===== src/hw/rtl/lsp_pkg.sv =====
// lsp_pkg: shared types and constants for the led strip pulse width serializer
// payload structs, phase encoding, register indexes and reset values
// no dependencies
package lsp_pkg;

   typedef struct packed {
      logic       byte_valid;
      logic [7:0] data_byte;
      logic       frame_last;
   } req_type;

   typedef struct packed {
      logic        line_level;
      logic        byte_taken;
      logic        busy_res;
      logic        frame_done;
      logic [31:0] emit_ticks;
      logic [19:0] latch_ticks;
      logic [15:0] min_rise_interval;
      logic [15:0] max_rise_interval;
   } rsp_type;

   typedef struct packed {
      logic [11:0] zero_high_cycles;
      logic [11:0] one_high_cycles;
      logic [11:0] bit_period_cycles;
      logic [19:0] latch_low_cycles;
   } cfg_type;

   typedef enum logic [2:0] {
      PH_IDLE     = 3'd0,
      PH_RESET    = 3'd1,
      PH_HIGH     = 3'd2,
      PH_LOWBIT   = 3'd3,
      PH_WAITBYTE = 3'd4,
      PH_TAIL     = 3'd5,
      PH_LATCH    = 3'd6
   } phase_type;

   localparam logic [1:0] CSR_ZERO_HIGH  = 2'd0;
   localparam logic [1:0] CSR_ONE_HIGH   = 2'd1;
   localparam logic [1:0] CSR_BIT_PERIOD = 2'd2;
   localparam logic [1:0] CSR_LATCH_LOW  = 2'd3;

   localparam logic [11:0] ZERO_HIGH_RESET  = 12'd40;
   localparam logic [11:0] ONE_HIGH_RESET   = 12'd80;
   localparam logic [11:0] BIT_PERIOD_RESET = 12'd125;
   localparam logic [19:0] LATCH_LOW_RESET  = 20'd28000;

   localparam logic [2:0]  MSB_POS   = 3'd7;
   localparam logic [15:0] SINCE_MAX = 16'hFFFF;
   localparam logic [31:0] EMIT_MAX  = 32'hFFFF_FFFF;

endpackage


===== src/hw/rtl/lsp_front.sv =====
// lsp_front: input side, takes ticks off the request channel into a short queue
// depends on lsp_pkg for the request payload type
module lsp_front
   import lsp_pkg::*;
#(
   parameter int DEPTH = 2
) (
   input  logic    clock,
   input  logic    reset,
   input  logic    req_valid,
   input  req_type req_data,
   output logic    req_stall,
   input  logic    pop,
   output logic    q_valid,
   output req_type q_item
);

   localparam int PTR_W = (DEPTH > 1) ? $clog2(DEPTH) : 1;
   localparam int CNT_W = $clog2(DEPTH + 1);

   req_type            slot_ff [DEPTH];
   logic [PTR_W-1:0]   wr_ptr_ff, wr_ptr_in;
   logic [PTR_W-1:0]   rd_ptr_ff, rd_ptr_in;
   logic [CNT_W-1:0]   count_ff, count_in;
   logic               push;

   assign req_stall = (count_ff == CNT_W'(DEPTH));
   assign push      = req_valid && !req_stall;
   assign q_valid   = (count_ff != '0);
   assign q_item    = slot_ff[rd_ptr_ff];

   always_comb begin
      wr_ptr_in = wr_ptr_ff;
      rd_ptr_in = rd_ptr_ff;
      count_in  = count_ff;
      if (push) begin
         wr_ptr_in = (wr_ptr_ff == PTR_W'(DEPTH - 1)) ? '0 : wr_ptr_ff + PTR_W'(1);
      end
      if (pop) begin
         rd_ptr_in = (rd_ptr_ff == PTR_W'(DEPTH - 1)) ? '0 : rd_ptr_ff + PTR_W'(1);
      end
      if (push && !pop) begin
         count_in = count_ff + CNT_W'(1);
      end else if (pop && !push) begin
         count_in = count_ff - CNT_W'(1);
      end
   end

   always_ff @(posedge clock) begin
      if (reset) begin
         wr_ptr_ff <= '0;
         rd_ptr_ff <= '0;
         count_ff  <= '0;
      end else begin
         wr_ptr_ff <= wr_ptr_in;
         rd_ptr_ff <= rd_ptr_in;
         count_ff  <= count_in;
      end
   end

   always_ff @(posedge clock) begin
      if (push) begin
         slot_ff[wr_ptr_ff] <= req_data;
      end
   end

endmodule


===== src/hw/rtl/lsp_engine.sv =====
// lsp_engine: back part, runs the line phase machine one tick per step
// depends on lsp_pkg for payload, config and phase types
module lsp_engine
   import lsp_pkg::*;
(
   input  logic    clock,
   input  logic    reset,
   input  logic    step,
   input  req_type item,
   input  cfg_type cfg,
   output rsp_type result
);

   phase_type   phase_ff, phase_in;
   logic [19:0] pc_ff, pc_in;
   logic [7:0]  shift_ff, shift_in;
   logic [2:0]  pos_ff, pos_in;
   logic        final_ff, final_in;
   logic [15:0] since_ff, since_in;
   logic        seen_ff, seen_in;
   logic [15:0] imin_ff, imin_in;
   logic [15:0] imax_ff, imax_in;
   logic [31:0] emit_ff, emit_in;

   logic        in_wait;
   logic [7:0]  bit_byte;
   logic [2:0]  bit_pos;
   logic        bit_final;
   logic [11:0] bit_high_len;
   logic        elapsed;
   logic [15:0] since_inc;
   logic [31:0] emit_inc;
   phase_type   ah_phase;
   logic [2:0]  ah_pos;
   logic [20:0] pc_next;
   logic [20:0] latch_cnt;
   logic        do_rise;
   logic        do_low;
   logic        latch_go;

   // bit under way: a byte arriving in byte wait rises with its top bit
   assign in_wait   = (phase_ff == PH_WAITBYTE);
   assign bit_byte  = in_wait ? item.data_byte : shift_ff;
   assign bit_pos   = in_wait ? MSB_POS : pos_ff;
   assign bit_final = in_wait ? item.frame_last : final_ff;
   assign bit_high_len = bit_byte[bit_pos] ? cfg.one_high_cycles : cfg.zero_high_cycles;
   assign elapsed   = !seen_ff || (since_ff >= {4'b0, cfg.bit_period_cycles});
   assign since_inc = (since_ff == SINCE_MAX) ? since_ff : since_ff + 16'd1;
   assign emit_inc  = (emit_ff == EMIT_MAX) ? emit_ff : emit_ff + 32'd1;
   assign pc_next   = {1'b0, pc_ff} + 21'd1;

   // where the phase goes once the high time of the current bit is over
   always_comb begin
      if (bit_pos != '0) begin
         ah_phase = PH_LOWBIT;
         ah_pos   = bit_pos - 3'd1;
      end else begin
         ah_phase = bit_final ? PH_TAIL : PH_WAITBYTE;
         ah_pos   = bit_pos;
      end
   end

   always_comb begin
      phase_in  = phase_ff;
      pc_in     = pc_ff;
      shift_in  = shift_ff;
      pos_in    = pos_ff;
      final_in  = final_ff;
      since_in  = since_ff;
      seen_in   = seen_ff;
      imin_in   = imin_ff;
      imax_in   = imax_ff;
      emit_in   = emit_ff;
      result    = '0;
      do_rise   = 1'b0;
      do_low    = 1'b0;
      latch_go  = 1'b0;
      latch_cnt = '0;
      result.busy_res = 1'b1;

      case (phase_ff)
         PH_RESET: begin
            if (pc_next >= {1'b0, cfg.latch_low_cycles}) begin
               pc_in    = '0;
               phase_in = PH_LOWBIT;
            end else begin
               pc_in = pc_next[19:0];
            end
         end
         PH_HIGH: begin
            result.line_level = 1'b1;
            emit_in  = emit_inc;
            since_in = since_inc;
            pc_in    = pc_next[19:0];
            if (pc_next >= {9'b0, bit_high_len}) begin
               phase_in = ah_phase;
               pos_in   = ah_pos;
            end
         end
         PH_LOWBIT: begin
            do_rise = elapsed;
            do_low  = !elapsed;
         end
         PH_WAITBYTE: begin
            if (item.byte_valid) begin
               result.byte_taken = 1'b1;
               shift_in = item.data_byte;
               final_in = item.frame_last;
               pos_in   = MSB_POS;
               phase_in = PH_LOWBIT;
            end
            do_rise = item.byte_valid && elapsed;
            do_low  = !(item.byte_valid && elapsed);
         end
         PH_TAIL: begin
            if (elapsed) begin
               phase_in = PH_LATCH;
               latch_go = 1'b1;
            end else begin
               do_low = 1'b1;
            end
         end
         PH_LATCH: begin
            latch_go = 1'b1;
         end
         default: begin
            // idle, and any unused code behaves as idle
            result.busy_res = 1'b0;
            if (item.byte_valid) begin
               result.byte_taken = 1'b1;
               shift_in = item.data_byte;
               final_in = item.frame_last;
               pos_in   = MSB_POS;
               seen_in  = 1'b0;
               since_in = '0;
               imin_in  = SINCE_MAX;
               imax_in  = '0;
               emit_in  = '0;
               pc_in    = '0;
               phase_in = PH_RESET;
            end
         end
      endcase

      if (do_low) begin
         since_in = since_inc;
         emit_in  = emit_inc;
      end

      if (do_rise) begin
         result.line_level = 1'b1;
         if (seen_ff) begin
            if (since_ff < imin_ff) imin_in = since_ff;
            if (since_ff > imax_ff) imax_in = since_ff;
         end
         seen_in  = 1'b1;
         since_in = 16'd1;
         emit_in  = emit_inc;
         pc_in    = 20'd1;
         phase_in = PH_HIGH;
         if (bit_high_len <= 12'd1) begin
            phase_in = ah_phase;
            pos_in   = ah_pos;
         end
      end

      if (latch_go) begin
         // the tick that leaves the tail already counts as a latch tick
         latch_cnt = (phase_ff == PH_LATCH) ? pc_next : 21'd1;
         if (latch_cnt >= {1'b0, cfg.latch_low_cycles}) begin
            result.frame_done        = 1'b1;
            result.emit_ticks        = emit_ff;
            result.latch_ticks       = latch_cnt[19:0];
            result.min_rise_interval = imin_ff;
            result.max_rise_interval = imax_ff;
            pc_in    = '0;
            phase_in = PH_IDLE;
         end else begin
            pc_in = latch_cnt[19:0];
         end
      end
   end

   always_ff @(posedge clock) begin
      if (reset) begin
         phase_ff <= PH_IDLE;
         pc_ff    <= '0;
         shift_ff <= '0;
         pos_ff   <= MSB_POS;
         final_ff <= 1'b0;
         since_ff <= '0;
         seen_ff  <= 1'b0;
         imin_ff  <= SINCE_MAX;
         imax_ff  <= '0;
         emit_ff  <= '0;
      end else if (step) begin
         phase_ff <= phase_in;
         pc_ff    <= pc_in;
         shift_ff <= shift_in;
         pos_ff   <= pos_in;
         final_ff <= final_in;
         since_ff <= since_in;
         seen_ff  <= seen_in;
         imin_ff  <= imin_in;
         imax_ff  <= imax_in;
         emit_ff  <= emit_in;
      end
   end

endmodule


===== src/hw/rtl/led_strip_pulse_width_serializer_core.sv =====
// led_strip_pulse_width_serializer_core: top level of the pulse width serializer
// holds the timing registers and output register; uses lsp_pkg, lsp_front, lsp_engine
//
//   channel   ports                              direction  moves
//   request   req_valid req_stall req_data       in         one clock tick of byte offer
//   response  rsp_valid rsp_stall rsp_data       out        line level and frame status
//   csr       csr_valid csr_ready csr_index ...  in         timing register write
//
// one tick is taken and one result produced every cycle while neither side stalls
// a result is offered once its tick has passed the queue slot and then the result
// register; the request queue (QUEUE_DEPTH entries) keeps both sides apart
// the phase machine advances only when a result can be written, so a stalled
// response fills the queue and then raises req_stall
// synchronous reset clears the queue, the phase state and restores register defaults
module led_strip_pulse_width_serializer_core
   import lsp_pkg::*;
#(
   parameter int QUEUE_DEPTH = 2
) (
   input  logic        clock,
   input  logic        reset,
   input  logic        req_valid,
   output logic        req_stall,
   input  req_type     req_data,
   output logic        rsp_valid,
   input  logic        rsp_stall,
   output rsp_type     rsp_data,
   input  logic        csr_valid,
   output logic        csr_ready,
   input  logic [1:0]  csr_index,
   input  logic [19:0] csr_wdata
);

   cfg_type cfg_ff;
   logic    rsp_valid_ff;
   rsp_type rsp_data_ff;
   logic    q_valid;
   req_type q_item;
   logic    step;
   rsp_type result;

   assign csr_ready = 1'b1;
   assign step      = q_valid && (!rsp_valid_ff || !rsp_stall);
   assign rsp_valid = rsp_valid_ff;
   assign rsp_data  = rsp_data_ff;

   always_ff @(posedge clock) begin
      if (reset) begin
         cfg_ff.zero_high_cycles  <= ZERO_HIGH_RESET;
         cfg_ff.one_high_cycles   <= ONE_HIGH_RESET;
         cfg_ff.bit_period_cycles <= BIT_PERIOD_RESET;
         cfg_ff.latch_low_cycles  <= LATCH_LOW_RESET;
      end else if (csr_valid && csr_ready) begin
         case (csr_index)
            CSR_ZERO_HIGH:  cfg_ff.zero_high_cycles  <= csr_wdata[11:0];
            CSR_ONE_HIGH:   cfg_ff.one_high_cycles   <= csr_wdata[11:0];
            CSR_BIT_PERIOD: cfg_ff.bit_period_cycles <= csr_wdata[11:0];
            CSR_LATCH_LOW:  cfg_ff.latch_low_cycles  <= csr_wdata;
            default: ;
         endcase
      end
   end

   lsp_front #(
      .DEPTH (QUEUE_DEPTH)
   ) u_front (
      .clock     (clock),
      .reset     (reset),
      .req_valid (req_valid),
      .req_data  (req_data),
      .req_stall (req_stall),
      .pop       (step),
      .q_valid   (q_valid),
      .q_item    (q_item)
   );

   lsp_engine u_engine (
      .clock  (clock),
      .reset  (reset),
      .step   (step),
      .item   (q_item),
      .cfg    (cfg_ff),
      .result (result)
   );

   // result register: refilled on each step, emptied by a transfer
   always_ff @(posedge clock) begin
      if (reset) begin
         rsp_valid_ff <= 1'b0;
      end else if (step) begin
         rsp_valid_ff <= 1'b1;
      end else if (!rsp_stall) begin
         rsp_valid_ff <= 1'b0;
      end
   end

   always_ff @(posedge clock) begin
      if (step) begin
         rsp_data_ff <= result;
      end
   end

endmodule

===== config.mk =====
export PLATFORM = sky130hd
export DESIGN_NAME = led_strip_pulse_width_serializer_core
export DESIGN_NICKNAME = d
export VERILOG_FILES = /design/src/hw/rtl/lsp_pkg.sv /design/src/hw/rtl/lsp_front.sv /design/src/hw/rtl/lsp_engine.sv /design/src/hw/rtl/led_strip_pulse_width_serializer_core.sv
export SDC_FILE = /design/constraint.sdc
export NUM_CORES = 1
export LEC_CHECK = 0
export BUFFER_PORTS_ARGS = -buffer_cell sky130_fd_sc_hd__buf_2
export CAP_MARGIN = 0
export CORE_MARGIN = 2
export CORE_UTILIZATION = 41
export CTS_CLUSTER_DIAMETER = 30
export CTS_CLUSTER_SIZE = 12
export DETAILED_ROUTE_END_ITERATION = 12
export PLACE_DENSITY_LB_ADDON = 0.2
export SLEW_MARGIN = 20
export SYNTH_ARGS = -nofsm -noshare
export SYNTH_HDL_FRONTEND = slang
export SYNTH_SLANG_ARGS = --single-unit

===== constraint.sdc =====
create_clock -name clock -period 6.75 [get_ports clock]
set_input_delay 0 -clock clock [delete_from_list [all_inputs] [get_ports clock]]
set_output_delay 0 -clock clock [all_outputs]
set_load 0.01 [all_outputs]

After elaboration in Yosys (flattened, before gate mapping). Memory sizes are Yosys's and may differ from the RTL's. A register that Yosys moved wholly into a read port is not among the register bits. Index checks and enable logic that the tools add are counted.

Bits in writable memories: 20. Logic and storage cells: 170. Output and inout port bits: 91. Latch bits: 0. Bits in read-only memories: 0. Input bits: 37. Register bits after elaboration: 265. Memories kept: 1.

Order comparisons: 8. Equal/unequal tests: 16. Divide/modulo/power cells: 0. Shift-type cells: 0. Reductions and logical operators: 37. Muxes and demuxes: 73. Multiply operators: 0. Add/subtract/negate cells: 8. Bitwise logic cells: 1.

Memory list: u_front.slot_ff (depth 2, width 10, read ports 1, clocked after Yosys merged registers in 1, write ports 1, RTL line lsp_front.sv:21) `req_type slot_ff [DEPTH];`.

Operators by type and width (number): 16-bit 2-to-1 mux (14); 32-bit 2-to-1 mux (4); 20-bit 2-to-1 mux (5); 85-bit 2-to-1 mux (1); 32-bit case mux with 2 select lines (1); 20-bit case mux with 3 select lines (1); 3-bit 2-to-1 mux (16); 21-bit by 20-bit greater-or-equal comparator with 1-bit output (2); 32-bit by 1-bit adder with 32-bit output (second input constant) (1); 32-bit equality test (second input constant) (1); 16-bit case mux with 2 select lines (1); 20-bit by 1-bit adder with 21-bit output (second input constant) (1); 21-bit by 12-bit greater-or-equal comparator with 1-bit output (1); 21-bit 2-to-1 mux (1); 1-bit 2-to-1 mux (19); 16-bit by 1-bit adder with 16-bit output (second input constant) (1); 16-bit equality test (second input constant) (1); 16-bit by 12-bit greater-or-equal comparator with 1-bit output (1); 16-bit greater-than comparator (1); 16-bit less-than comparator (1); 3-bit case mux with 5 select lines (1); 12-bit by 1-bit <= comparator with 1-bit output (second input constant) (1); 12-bit 2-to-1 mux (1); 3-bit AND reduction (4); other kinds (32) (62).

Logic depth before layout (Yosys ltp). Gate-level depths: netlist of run 1.

Depth in word-level cells: 11. Gate-level depth with buffers: 18. Gate-level depth less buffers: 15.

Cells and area by module. A second synthesis of run 1 with hierarchy kept.

Cells, all modules: 1554. Area total of the unflattened synthesis: 15185.8 sq um.

By module, submodules not included: lsp_engine (cells an instance 1182, times used 1, area each 9261.4 sq um); led_strip_pulse_width_serializer_core (cells an instance 316, times used 1, area each 4987.3 sq um); lsp_front (cells an instance 56, times used 1, area each 937.1 sq um).

Worst setup path after synthesis of run 1. No wires, ideal clock.

Path kind: flip-flop to flip-flop. Start: register rsp_valid_ff (netlist: rsp_valid). End: register u_engine.imax_ff[10]. Cell stages (with the launch flop): 9. Data required time: 6.678 ns. Arrival time: 4.020 ns. Setup slack: 2.658 ns. Buffers on the path: 2. Library setup time: 0.072 ns. Cell sequence: dfxtp_1 nand2_1 o21ai_0 clkbuf_1 inv_1 nand2_1 a211oi_2 buf_2 mux2i_1.

Word-level cells in the longest chain between the ends: 3.

Ends and longest elaborated chain: start, declared (RTL line led_strip_pulse_width_serializer_core.sv:35) `logic rsp_valid_ff;`; start signal, assigned (RTL line led_strip_pulse_width_serializer_core.sv:89) `rsp_valid_ff <= 1'b0;`; start signal, assigned (RTL line led_strip_pulse_width_serializer_core.sv:91) `rsp_valid_ff <= 1'b1;`; start signal, assigned (RTL line led_strip_pulse_width_serializer_core.sv:93) `rsp_valid_ff <= 1'b0;`; 1-bit zero test (RTL line led_strip_pulse_width_serializer_core.sv:43) `assign step = q_valid && (!rsp_valid_ff || !rsp_stall);`; 1-bit logical OR (RTL line led_strip_pulse_width_serializer_core.sv:43); 1-bit logical AND (RTL line led_strip_pulse_width_serializer_core.sv:43); via step (RTL line led_strip_pulse_width_serializer_core.sv:39) `logic step;`; end signal, assigned (RTL line lsp_engine.sv:205) `imax_ff <= imax_in;`; end, declared (RTL line lsp_engine.sv:22) `logic [15:0] imax_ff, imax_in;`.

The timed path passes the listed nets, and every way through them passes these cells. A chain may end at the register's enable or synchronous reset.

Worst setup path after layout of run 1.
Start: register u_engine.phase_ff[1]. End: register u_engine.pc_ff[3].

Word-level cells in the longest chain between the ends: 5.

Ends and longest elaborated chain: start, declared (RTL line lsp_engine.sv:14) `phase_type phase_ff, phase_in;`; start signal, assigned (RTL line lsp_engine.sv:197) `phase_ff <= phase_in;`; 3-bit equality test, or another cell as far along (RTL line lsp_engine.sv:81, lsp_engine.sv:169); 21-bit 2-to-1 mux / 4-bit OR reduction (equally long branches); 21-bit by 20-bit greater-or-equal comparator with 1-bit output / 20-bit case mux with 3 select lines (equally long branches) (RTL line lsp_engine.sv:170, lsp_engine.sv:81); 20-bit 2-to-1 mux (on tied branches) (RTL line lsp_engine.sv:170, lsp_engine.sv:150); 20-bit 2-to-1 mux (RTL line lsp_engine.sv:167) `if (latch_go) begin`; end signal, assigned (RTL line lsp_engine.sv:198) `pc_ff <= pc_in;`; end, declared (RTL line lsp_engine.sv:15) `logic [19:0] pc_ff, pc_in;`.

Parallel ways exist; a longest one is shown, timed or not.

==> reports/qor.log, run 1 <==
INFO  outcome        run_status=complete, no violations
INFO  detailed_routing routed_wire_length_per_instance=17.0um
INFO  clock_network  cts_tree=yes
INFO  critical_path  criticalPathCategory=reg -> reg
INFO  detailed_routing route.final.wire_length=38500um
INFO  place          io_buffers=126
INFO  clock_network  ctsHtreeMaxLevel=3
INFO  final_layout   area_delta_synth_final=26.8%
INFO  flow_run       cap_viol_max_count=0
INFO  timing         finalSetupTns=0ns
INFO  power          power.density=371nW/um^2
INFO  floorplan      floorplan.die_area=37200um^2
INFO  final_layout   most-common-layout-cells=sky130_fd_sc_hd__nand2_1 (197), sky130_fd_sc_hd__dfxtp_1 (178), sky130_fd_sc_hd__nor2_1 (167), sky130_fd_sc_hd__buf_2 (126), sky130_fd_sc_hd__edfxtp_1 (108)
INFO  timing         worstMarginPinSlew=1.03ns
INFO  yosys          synth-seq-area-share=46.5%
INFO  yosys          edff_count_synth=108
INFO  floorplan      core_region_area=35300um^2
INFO  global_routing grt_overflow_total=0
INFO  floorplan      rows=69
INFO  global_routing antenna_found_initial=0
INFO  place          gp_congestion=0.880
INFO  floorplan      die_w=193um
INFO  yosys          postSynthNetCount=1723
INFO  clock_network  cts_inserted_buffers=67
INFO  timing         setup_viol=0
INFO  detailed_routing remaining_drc_errors=0
INFO  place          place.detailed.hpwl=26800um
INFO  detailed_routing detailroute.via_count=12100
INFO  clock_network  ctsRootBufferMaster=sky130_fd_sc_hd__clkbuf_16
INFO  timing         grt_setup_unrepaired=false
INFO  clock_network  clkLatencyLatePin=0.56ns
INFO  critical_path  cp-end-kind=flip-flop
INFO  yosys          syn_area_per_cell=9.23um^2
INFO  critical_path  worstPathMaxFanout=39
INFO  final_layout   commonest_non_fill_non_tap_cell_in_the_layout=sky130_fd_sc_hd__nand2_1
INFO  timing         relative_max_transition_margin=31.3%
INFO  floorplan      floorplan.initialDensity=41.4%
INFO  global_routing grt_first_pass_wirelength=62400um
INFO  detailed_routing initial_drc_count=863
INFO  detailed_routing firstDrtPassIters=7
INFO  floorplan      boundaryPins=128
INFO  power          vdd_ir_drop_max=0.276mV
INFO  yosys          synth-seq-cells=286
INFO  clock_network  cts.sinks=286
INFO  yosys          netlist_area=14600um^2
INFO  final_layout   nNetsFinal=1891
INFO  yosys          post_synth_inst_count=1585
INFO  final_layout   final_core_utilization=52.5%
INFO  yosys          asyncSetResetFlopFracSynth=0%
INFO  yosys          yosysWarningCount=0
INFO  clock_network  clock_path_buffers=3
INFO  worst_hold_path hold_path.class=in -> reg
INFO  yosys          synth.distinct_cells=71
INFO  detailed_routing avgViaCountPerCell=5.34
INFO  critical_path  critPathLaunchType=flip-flop
INFO  clock_network  post_cts_resized=0
INFO  critical_path  timing.reg2reg.setup_slack=1.60ns
INFO  yosys          ys.flop_type=sky130_fd_sc_hd__dfxtp_1
INFO  timing         hold_vio_cnt_final=0
INFO  critical_path  required_time_of_the_critical_path=7.21ns
INFO  final_layout   antenna_cells_inserted=0
INFO  final_layout   layout_cells_sized_above_1=15.8%
INFO  timing         achievable-frequency=194MHz
INFO  floorplan      dieHeight=193um
INFO  timing         slew_viol_final=0
INFO  clock_network  path_clk_slew=0.05ns
INFO  timing         clock-skew-final=0.0296ns
INFO  global_routing vias_in_the_first_global_route=11900
INFO  critical_path  crit_arrival=5.61ns
INFO  global_routing grt_start_max_net_pins=79
INFO  timing         final_period_minus_worst_setup_slack=5.15ns
INFO  power          design_power_total=6880uW
INFO  timing         final.period_utilization=76.3%
INFO  detailed_routing drtAntennaViolNets=0
INFO  global_routing combined_global_route_utilization_of_all_metal_layers=21.1%
INFO  power          power.leakage=0.00741uW
## sequential cells by signal, indices dropped and copies added, names as in the netlist, 2 cells and up, named ones only
signal	count
u_front.count_ff	2
u_front.slot_ff	20
u_engine.since_ff	16
u_engine.phase_ff	3
u_engine.emit_ff	32
cfg_ff	56
u_engine.imax_ff	16
u_engine.shift_ff	8
rsp_data	88
u_engine.imin_ff	16
u_engine.pos_ff	3
u_engine.pc_ff	20
## layout make-up
type	instances	area, um^2
inverters	100	378
clock buffers	83	1860
fillers	3226	16800
multi-input cells	1118	7170
well taps	461	577
repair buffers	180	1130
clock inverters	39	623
flip-flops and latches	286	6810
## stage by stage
stage	area (um^2)	hold slack, ns	setup slack (ns)	instances
2_1_floorplan	14600	0.0989	2.66	1585
3_3_place_gp	15700	0.191	1.83	2107
3_5_place_dp	15700	0.194	1.55	2108
4_1_cts	18500	0.0412	1.56	2267
5_1_grt	18500	0.0693	1.09	2267
6_report	18500	0.0157	1.60	2267
## critical path, cell delays in order (launching register included)
cell and delay (ns):
sky130_fd_sc_hd__dfxtp_1 0.80, sky130_fd_sc_hd__nor2b_1 0.57, sky130_fd_sc_hd__nand2_1 0.61, sky130_fd_sc_hd__nor2_1 0.27
sky130_fd_sc_hd__ha_1 0.27, sky130_fd_sc_hd__a2111oi_0 0.32, sky130_fd_sc_hd__o21ai_0 0.21, sky130_fd_sc_hd__o21bai_2 0.23
sky130_fd_sc_hd__o211ai_1 0.32, sky130_fd_sc_hd__buf_4 0.43, sky130_fd_sc_hd__and2_1 0.38, sky130_fd_sc_hd__o211ai_2 0.33
sky130_fd_sc_hd__o211ai_1 0.30
## report_power, final
group / internal, uW / switching (uW) / leakage (uW)
clock network: 2490 / 1020 / 0.00119
logic: 367 / 735 / 0.00372
registers: 2140 / 125 / 0.00250
## per-layer routing
metal,part of all wire (%),track usage [%]
met2,46,34.5
met5,0,0
met3,6.1,3.73
met4,2.0,6.72
met1,46,28.4
## final timing paths
check,startpoint,end,cells after the start
setup reg to reg,u_engine.phase_ff[1],u_engine.pc_ff[3],12
setup / recovery,u_engine.phase_ff[1],u_engine.pc_ff[3],12
hold / removal,csr_valid,cfg_ff[31],5
hold reg to reg,cfg_ff[29],cfg_ff[29],2
## cells by family after synthesis
| group | count (synthesis) | synth area share [%] |
|---|---|---|
| buffers and inverters | 181 | 4.79 |
| AND/OR/NAND/NOR | 635 | 20.7 |
| multiplexers | 59 | 4.23 |
| AO/OA/AOI/OAI | 266 | 11.8 |
| adder cells (fa/ha/maj) | 101 | 8.64 |
| other | 1 | 0.0256 |
| flip-flops | 286 | 46.5 |
| XOR/XNOR | 56 | 3.35 |
## cells in the mapped netlist, types with 26 or more instances
master | n | area share, %
sky130_fd_sc_hd__o21ai_0 | 32 | 1.1
sky130_fd_sc_hd__dfxtp_1 | 178 | 24
sky130_fd_sc_hd__nand2_1 | 197 | 5.1
sky130_fd_sc_hd__nand4_1 | 30 | 1.3
sky130_fd_sc_hd__nor2_1 | 170 | 4.4
sky130_fd_sc_hd__a21oi_1 | 96 | 3.3
sky130_fd_sc_hd__xnor2_1 | 38 | 2.3
sky130_fd_sc_hd__edfxtp_1 | 108 | 22
sky130_fd_sc_hd__nor4_1 | 26 | 1.1
sky130_fd_sc_hd__inv_1 | 100 | 2.6
sky130_fd_sc_hd__ha_1 | 101 | 8.6
sky130_fd_sc_hd__clkbuf_1 | 64 | 1.6
sky130_fd_sc_hd__mux2i_1 | 55 | 3.8
sky130_fd_sc_hd__nor3_1 | 62 | 2.1
sky130_fd_sc_hd__and2_1 | 36 | 1.5
sky130_fd_sc_hd__nand3_1 | 41 | 1.4
## what timing repair did
item / in CTS / in global routing
hold buffers: 37 / 0
setup buffers: 0 / 0
hold endpoints to repair: 91 / 0
No activity file was read; power rests on OpenSTA's default activity.
==> inputs of run 2 (changes only) <==
ABC_AREA = 1   (was not set)
clock period = 5.3 ns   (was 6.75 ns; I/O delays follow)
==> run 2 against run 1 <==
Net effect: power up 67%; highest routed layer is now met5; sequential cell count stayed put; critical endpoint is now u_engine.pc_ff[0]; critical path type unchanged; critical path depth down 2; maximum frequency increased by 25%; routed wire length grew 22%; via count is 21% higher; largest cell class unchanged; clock power rose by 27%.
==> reports/qor.log, run 2 <==
INFO  yosys          post_synth_inst_count=2030 [+28%]
INFO  critical_path  worstPathMaxFanout=28 [-28%]
INFO  critical_path  required_time_of_the_critical_path=5.76ns [-1.45 ns]
INFO  timing         clock-skew-final=0.0265ns [-0.00315 ns]
INFO  final_layout   commonest_non_fill_non_tap_cell_in_the_layout=sky130_fd_sc_hd__nand2_1
INFO  timing         grt_setup_unrepaired=false
INFO  critical_path  cp_top_family=buffers and inverters
INFO  floorplan      dieHeight=201um [+4.1%]
INFO  final_layout   layout_cells_sized_above_1=14.3% [-1.5 points]
INFO  outcome        run_status=complete, no violations
INFO  flow_run       cap_viol_max_count=0 [unchanged]
INFO  final_layout   area_delta_synth_final=24.9%
INFO  detailed_routing remaining_drc_errors=0 [unchanged]
INFO  timing         achievable-frequency=242MHz [+25%]
INFO  yosys          synth_most_common_cell=sky130_fd_sc_hd__nand2_1
INFO  timing         relative_max_transition_margin=25.7% [-5.7 points]
INFO  timing         finalSetupTns=0ns [unchanged]
INFO  final_layout   most-common-layout-cells=sky130_fd_sc_hd__nand2_1 (330), sky130_fd_sc_hd__inv_1 (262), sky130_fd_sc_hd__nor2_1 (258), sky130_fd_sc_hd__a21oi_1 (195), sky130_fd_sc_hd__dfxtp_1 (178)
INFO  clock_network  cts_inserted_buffers=72 [+7.5%]
INFO  detailed_routing drtAntennaViolNets=0 [unchanged]
INFO  critical_path  r2r-end=u_engine.pc_ff[0]
INFO  yosys          synth-seq-cells=286 [unchanged]
INFO  global_routing grt_start_max_net_pins=74 [-6.3%]
INFO  global_routing antenna_found_initial=1 [+1]
INFO  power          power.density=579nW/um^2 [+56%]
INFO  clock_network  ctsHtreeMaxLevel=3 [unchanged]
INFO  global_routing grt_overflow_total=0 [unchanged]
INFO  yosys          yosysWarningCount=0 [unchanged]
INFO  power          power.leakage=0.00862uW [+16%]
INFO  place          post-place-ws=1.31ns [-0.240 ns]
INFO  critical_path  cp-end-kind=flip-flop
INFO  global_routing grt_first_pass_wirelength=75400um [+21%]
INFO  timing         setup_viol=0 [unchanged]
INFO  yosys          syn_area_per_cell=7.82um^2 [-15%]
INFO  floorplan      boundaryPins=128 [unchanged]
INFO  yosys          muxShareOfSynthArea=0.0710% [-4.2 points]
INFO  clock_network  ctsRootBufferMaster=sky130_fd_sc_hd__clkbuf_16
INFO  detailed_routing initial_drc_count=1043 [+21%]
INFO  detailed_routing detailroute.via_count=14600 [+21%]
INFO  detailed_routing avgViaCountPerCell=5.25 [-1.7%]
INFO  critical_path  crit_chain=nand2_1 -> nor2_1 -> inv_1 -> buf_4 -> nand2_1 -> inv_2 -> a31oi_2 -> inv_2 -> a21oi_1 -> a21oi_1
INFO  place          io_buffers=126 [unchanged]
INFO  yosys          combinational_family_with_the_most_area_after_synthesis=simple AND/OR/NAND/NOR gates
INFO  critical_path  timing.reg2reg.setup_slack=1.16ns [-0.43 ns]
INFO  critical_path  launch_point_of_the_worst_reg_to_reg_path=u_engine.phase_ff[1]
INFO  final_layout   nNetsFinal=2347 [+24%]
INFO  timing         final_period_minus_worst_setup_slack=4.14ns [-1.02 ns]
INFO  critical_path  r2r.worst_path.cells=10 [-2]
INFO  clock_network  cts.sinks=286 [unchanged]
INFO  floorplan      die_w=201um [+4.1%]
INFO  timing         worstMarginPinSlew=1.11ns [+0.0835 ns]
INFO  yosys          synth_xor_xnor_area_share=1.60% [-1.8 points]
INFO  critical_path  crit_arrival=4.60ns [-1.01 ns]
INFO  global_routing combined_global_route_utilization_of_all_metal_layers=23.2% [+2.1 points]
INFO  yosys          synth-compound-area-share=15.4% [+3.6 points]
INFO  yosys          asyncSetResetFlopFracSynth=0% [unchanged]
INFO  yosys          post_synth_and_or_nand_nor_area_fraction=23.0% [+2.3 points]
INFO  place          numPlacedInstances=2614 [+24%]
INFO  detailed_routing routed_wire_length_per_instance=16.9um [-0.51%]
INFO  place          gp_congestion=0.936 [+6.4%]
INFO  worst_hold_path holdPathStages=2 [-3]
INFO  yosys          synth-seq-area-share=42.9% [-3.6 points]
INFO  floorplan      core_region_area=38500um^2 [+8.9%]
INFO  place          place.detailed.hpwl=33300um [+24%]
INFO  worst_hold_path min_delay_worst_endpoint=u_front.slot_ff[1][9]
INFO  yosys          synth.distinct_cells=53 [-25%]
INFO  detailed_routing route.final.wire_length=47100um [+22%]
INFO  timing         timing.hold.ws=0.141ns [+0.126 ns]
INFO  yosys          synth-adder-area-share=7.96% [-0.68 points]
INFO  critical_path  criticalPathCategory=reg -> reg
INFO  yosys          synth_commonest_cells=sky130_fd_sc_hd__nand2_1 (331), sky130_fd_sc_hd__inv_1 (263), sky130_fd_sc_hd__nor2_1 (258), sky130_fd_sc_hd__a21oi_1 (195), sky130_fd_sc_hd__dfxtp_1 (178)
INFO  clock_network  clkLatencyLatePin=0.58ns [+0.02 ns]
INFO  power          vdd_ir_drop_max=0.319mV [+15%]
INFO  final_layout   antenna_cells_inserted=0 [unchanged]
INFO  global_routing vias_in_the_first_global_route=14000 [+17%]
INFO  critical_path  slowest_delay=0.87ns [+0.07 ns]
INFO  yosys          ys.flop_type=sky130_fd_sc_hd__dfxtp_1
INFO  critical_path  cell_with_the_biggest_individual_delay_on_the_critical_path=sky130_fd_sc_hd__a31oi_2
INFO  clock_network  cts_tree=yes
INFO  final_layout   non_filler_instance_count_after_layout=2787 [+23%]
INFO  worst_hold_path worstHoldStart=req_data[9]
INFO  detailed_routing firstDrtPassIters=7 [unchanged]
INFO  yosys          synth_area_leaders=sky130_fd_sc_hd__dfxtp_1 (22%), sky130_fd_sc_hd__edfxtp_1 (20%), sky130_fd_sc_hd__ha_1 (8.0%)
INFO  yosys          netlist_area=15900um^2 [+8.5%]
INFO  yosys          synth_top_cell_area_share=22.5% [-1.9 points]
INFO  timing         setup_slack=1.16ns [-0.434 ns]
INFO  clock_network  path_clk_slew=0.04ns [about the same]
INFO  clock_network  cts_setup_buffers=0 [unchanged]
INFO  yosys          edff_count_synth=108 [unchanged]
INFO  worst_hold_path hold_path.class=in -> reg
INFO  final_layout   largest_register_ff_count=88 [unchanged]
INFO  timing         slew_viol_final=0 [unchanged]
INFO  timing         final.period_utilization=78.1% [+1.7 points]
INFO  critical_path  critPathLaunchType=flip-flop
INFO  floorplan      floorplan.die_area=40300um^2 [+8.3%]
INFO  clock_network  clock_path_buffers=3 [unchanged]
INFO  timing         hold_vio_cnt_final=0 [unchanged]
INFO  yosys          postSynthNetCount=2168 [+26%]
INFO  floorplan      rows=72 [+4.3%]
INFO  critical_path  count_of_buffering_cells_on_the_critical_path_with_inverters_included=4 [+3]
INFO  yosys          post-synth-top-area-cell=sky130_fd_sc_hd__dfxtp_1
INFO  floorplan      floorplan.initialDensity=41.3% [-0.18 points]
run 2: cell count changes after synthesis, moves of 36 or more:
cell and delta:
sky130_fd_sc_hd__xnor2_1 -36, sky130_fd_sc_hd__inv_1 +163, sky130_fd_sc_hd__o21ai_0 +115, sky130_fd_sc_hd__nand2_1 +134
sky130_fd_sc_hd__nor2_1 +88, sky130_fd_sc_hd__a21oi_1 +99, sky130_fd_sc_hd__mux2i_1 -55
run 2: power breakdown:
part	internal [uW]	switching (uW)	total, uW
Sequential	3050	390	3440
Combinational	1150	2420	3570
Clock	3050	1430	4480
run 2: cells by family after synthesis:
| family | count (synthesis) |
|---|---|
| other cells | 1 |
| flops | 286 |
| simple gates | 821 |
| buf+inv | 353 |
| xor+xnor | 29 |
| fa+ha+maj | 101 |
| mux | 1 |
| compound gates | 438 |
run 2: final cells by class:
cell class,count,area [um^2]
Sequential cell,286,6810
Multi-Input combinational cell,1391,7640
Fill cell,3677,18600
Tap cell,518,648
Clock inverter,40,473
Clock buffer,94,2050
Inverter,275,1040
Timing Repair Buffer,183,1170
run 2: worst reg2reg max path, cell delays in order (launching register included):
cell and delay, ns:
sky130_fd_sc_hd__dfxtp_1 0.44, sky130_fd_sc_hd__nand2_1 0.17, sky130_fd_sc_hd__nor2_1 0.35, sky130_fd_sc_hd__inv_1 0.50, sky130_fd_sc_hd__buf_4 0.34, sky130_fd_sc_hd__nand2_1 0.33, sky130_fd_sc_hd__inv_2 0.28, sky130_fd_sc_hd__a31oi_2 0.87
sky130_fd_sc_hd__inv_2 0.42, sky130_fd_sc_hd__a21oi_1 0.24, sky130_fd_sc_hd__a21oi_1 0.08
run 2: repair_timing:
action                    CTS  global route
hold buffers               39             0
hold endpoints to repair   90             0
resized for setup           0             0
run 2: how the worst max path moves through the flow:
stage / start / endpoint / cells past startpoint
4_1_cts: u_engine.phase_ff[1] / rsp_data[70] / 15
2_1_floorplan: rsp_valid / rsp_data[0] / 4
6_report: u_engine.phase_ff[1] / u_engine.pc_ff[0] / 10
3_3_place_gp: u_engine.phase_ff[1] / u_engine.pc_ff[0] / 10
5_1_grt: u_engine.pc_ff[0] / u_engine.phase_ff[1] / 19
3_5_place_dp: u_engine.phase_ff[1] / rsp_data[78] / 15
run 2: routing by layer:
layer  wire length [um]  global-route usage, %  vias to the layer above
li1                   -                      -                     7252
met1              21300                   31.2                     6806
met2              21600                   37.2                      476
met3               2920                   4.16                      100
met4               1320                   9.10                        2
met5                 11                      0                        -
run 2: through the flow:
stage	area, um^2	utilization, %	total power [uW]
after global routing	19800	51.5	12200
after floorplan	15900	-	5900
after global placement	16900	44.0	6940
after detailed placement	16900	44.0	7010
final	19800	51.5	11500
after CTS	19800	51.5	11600
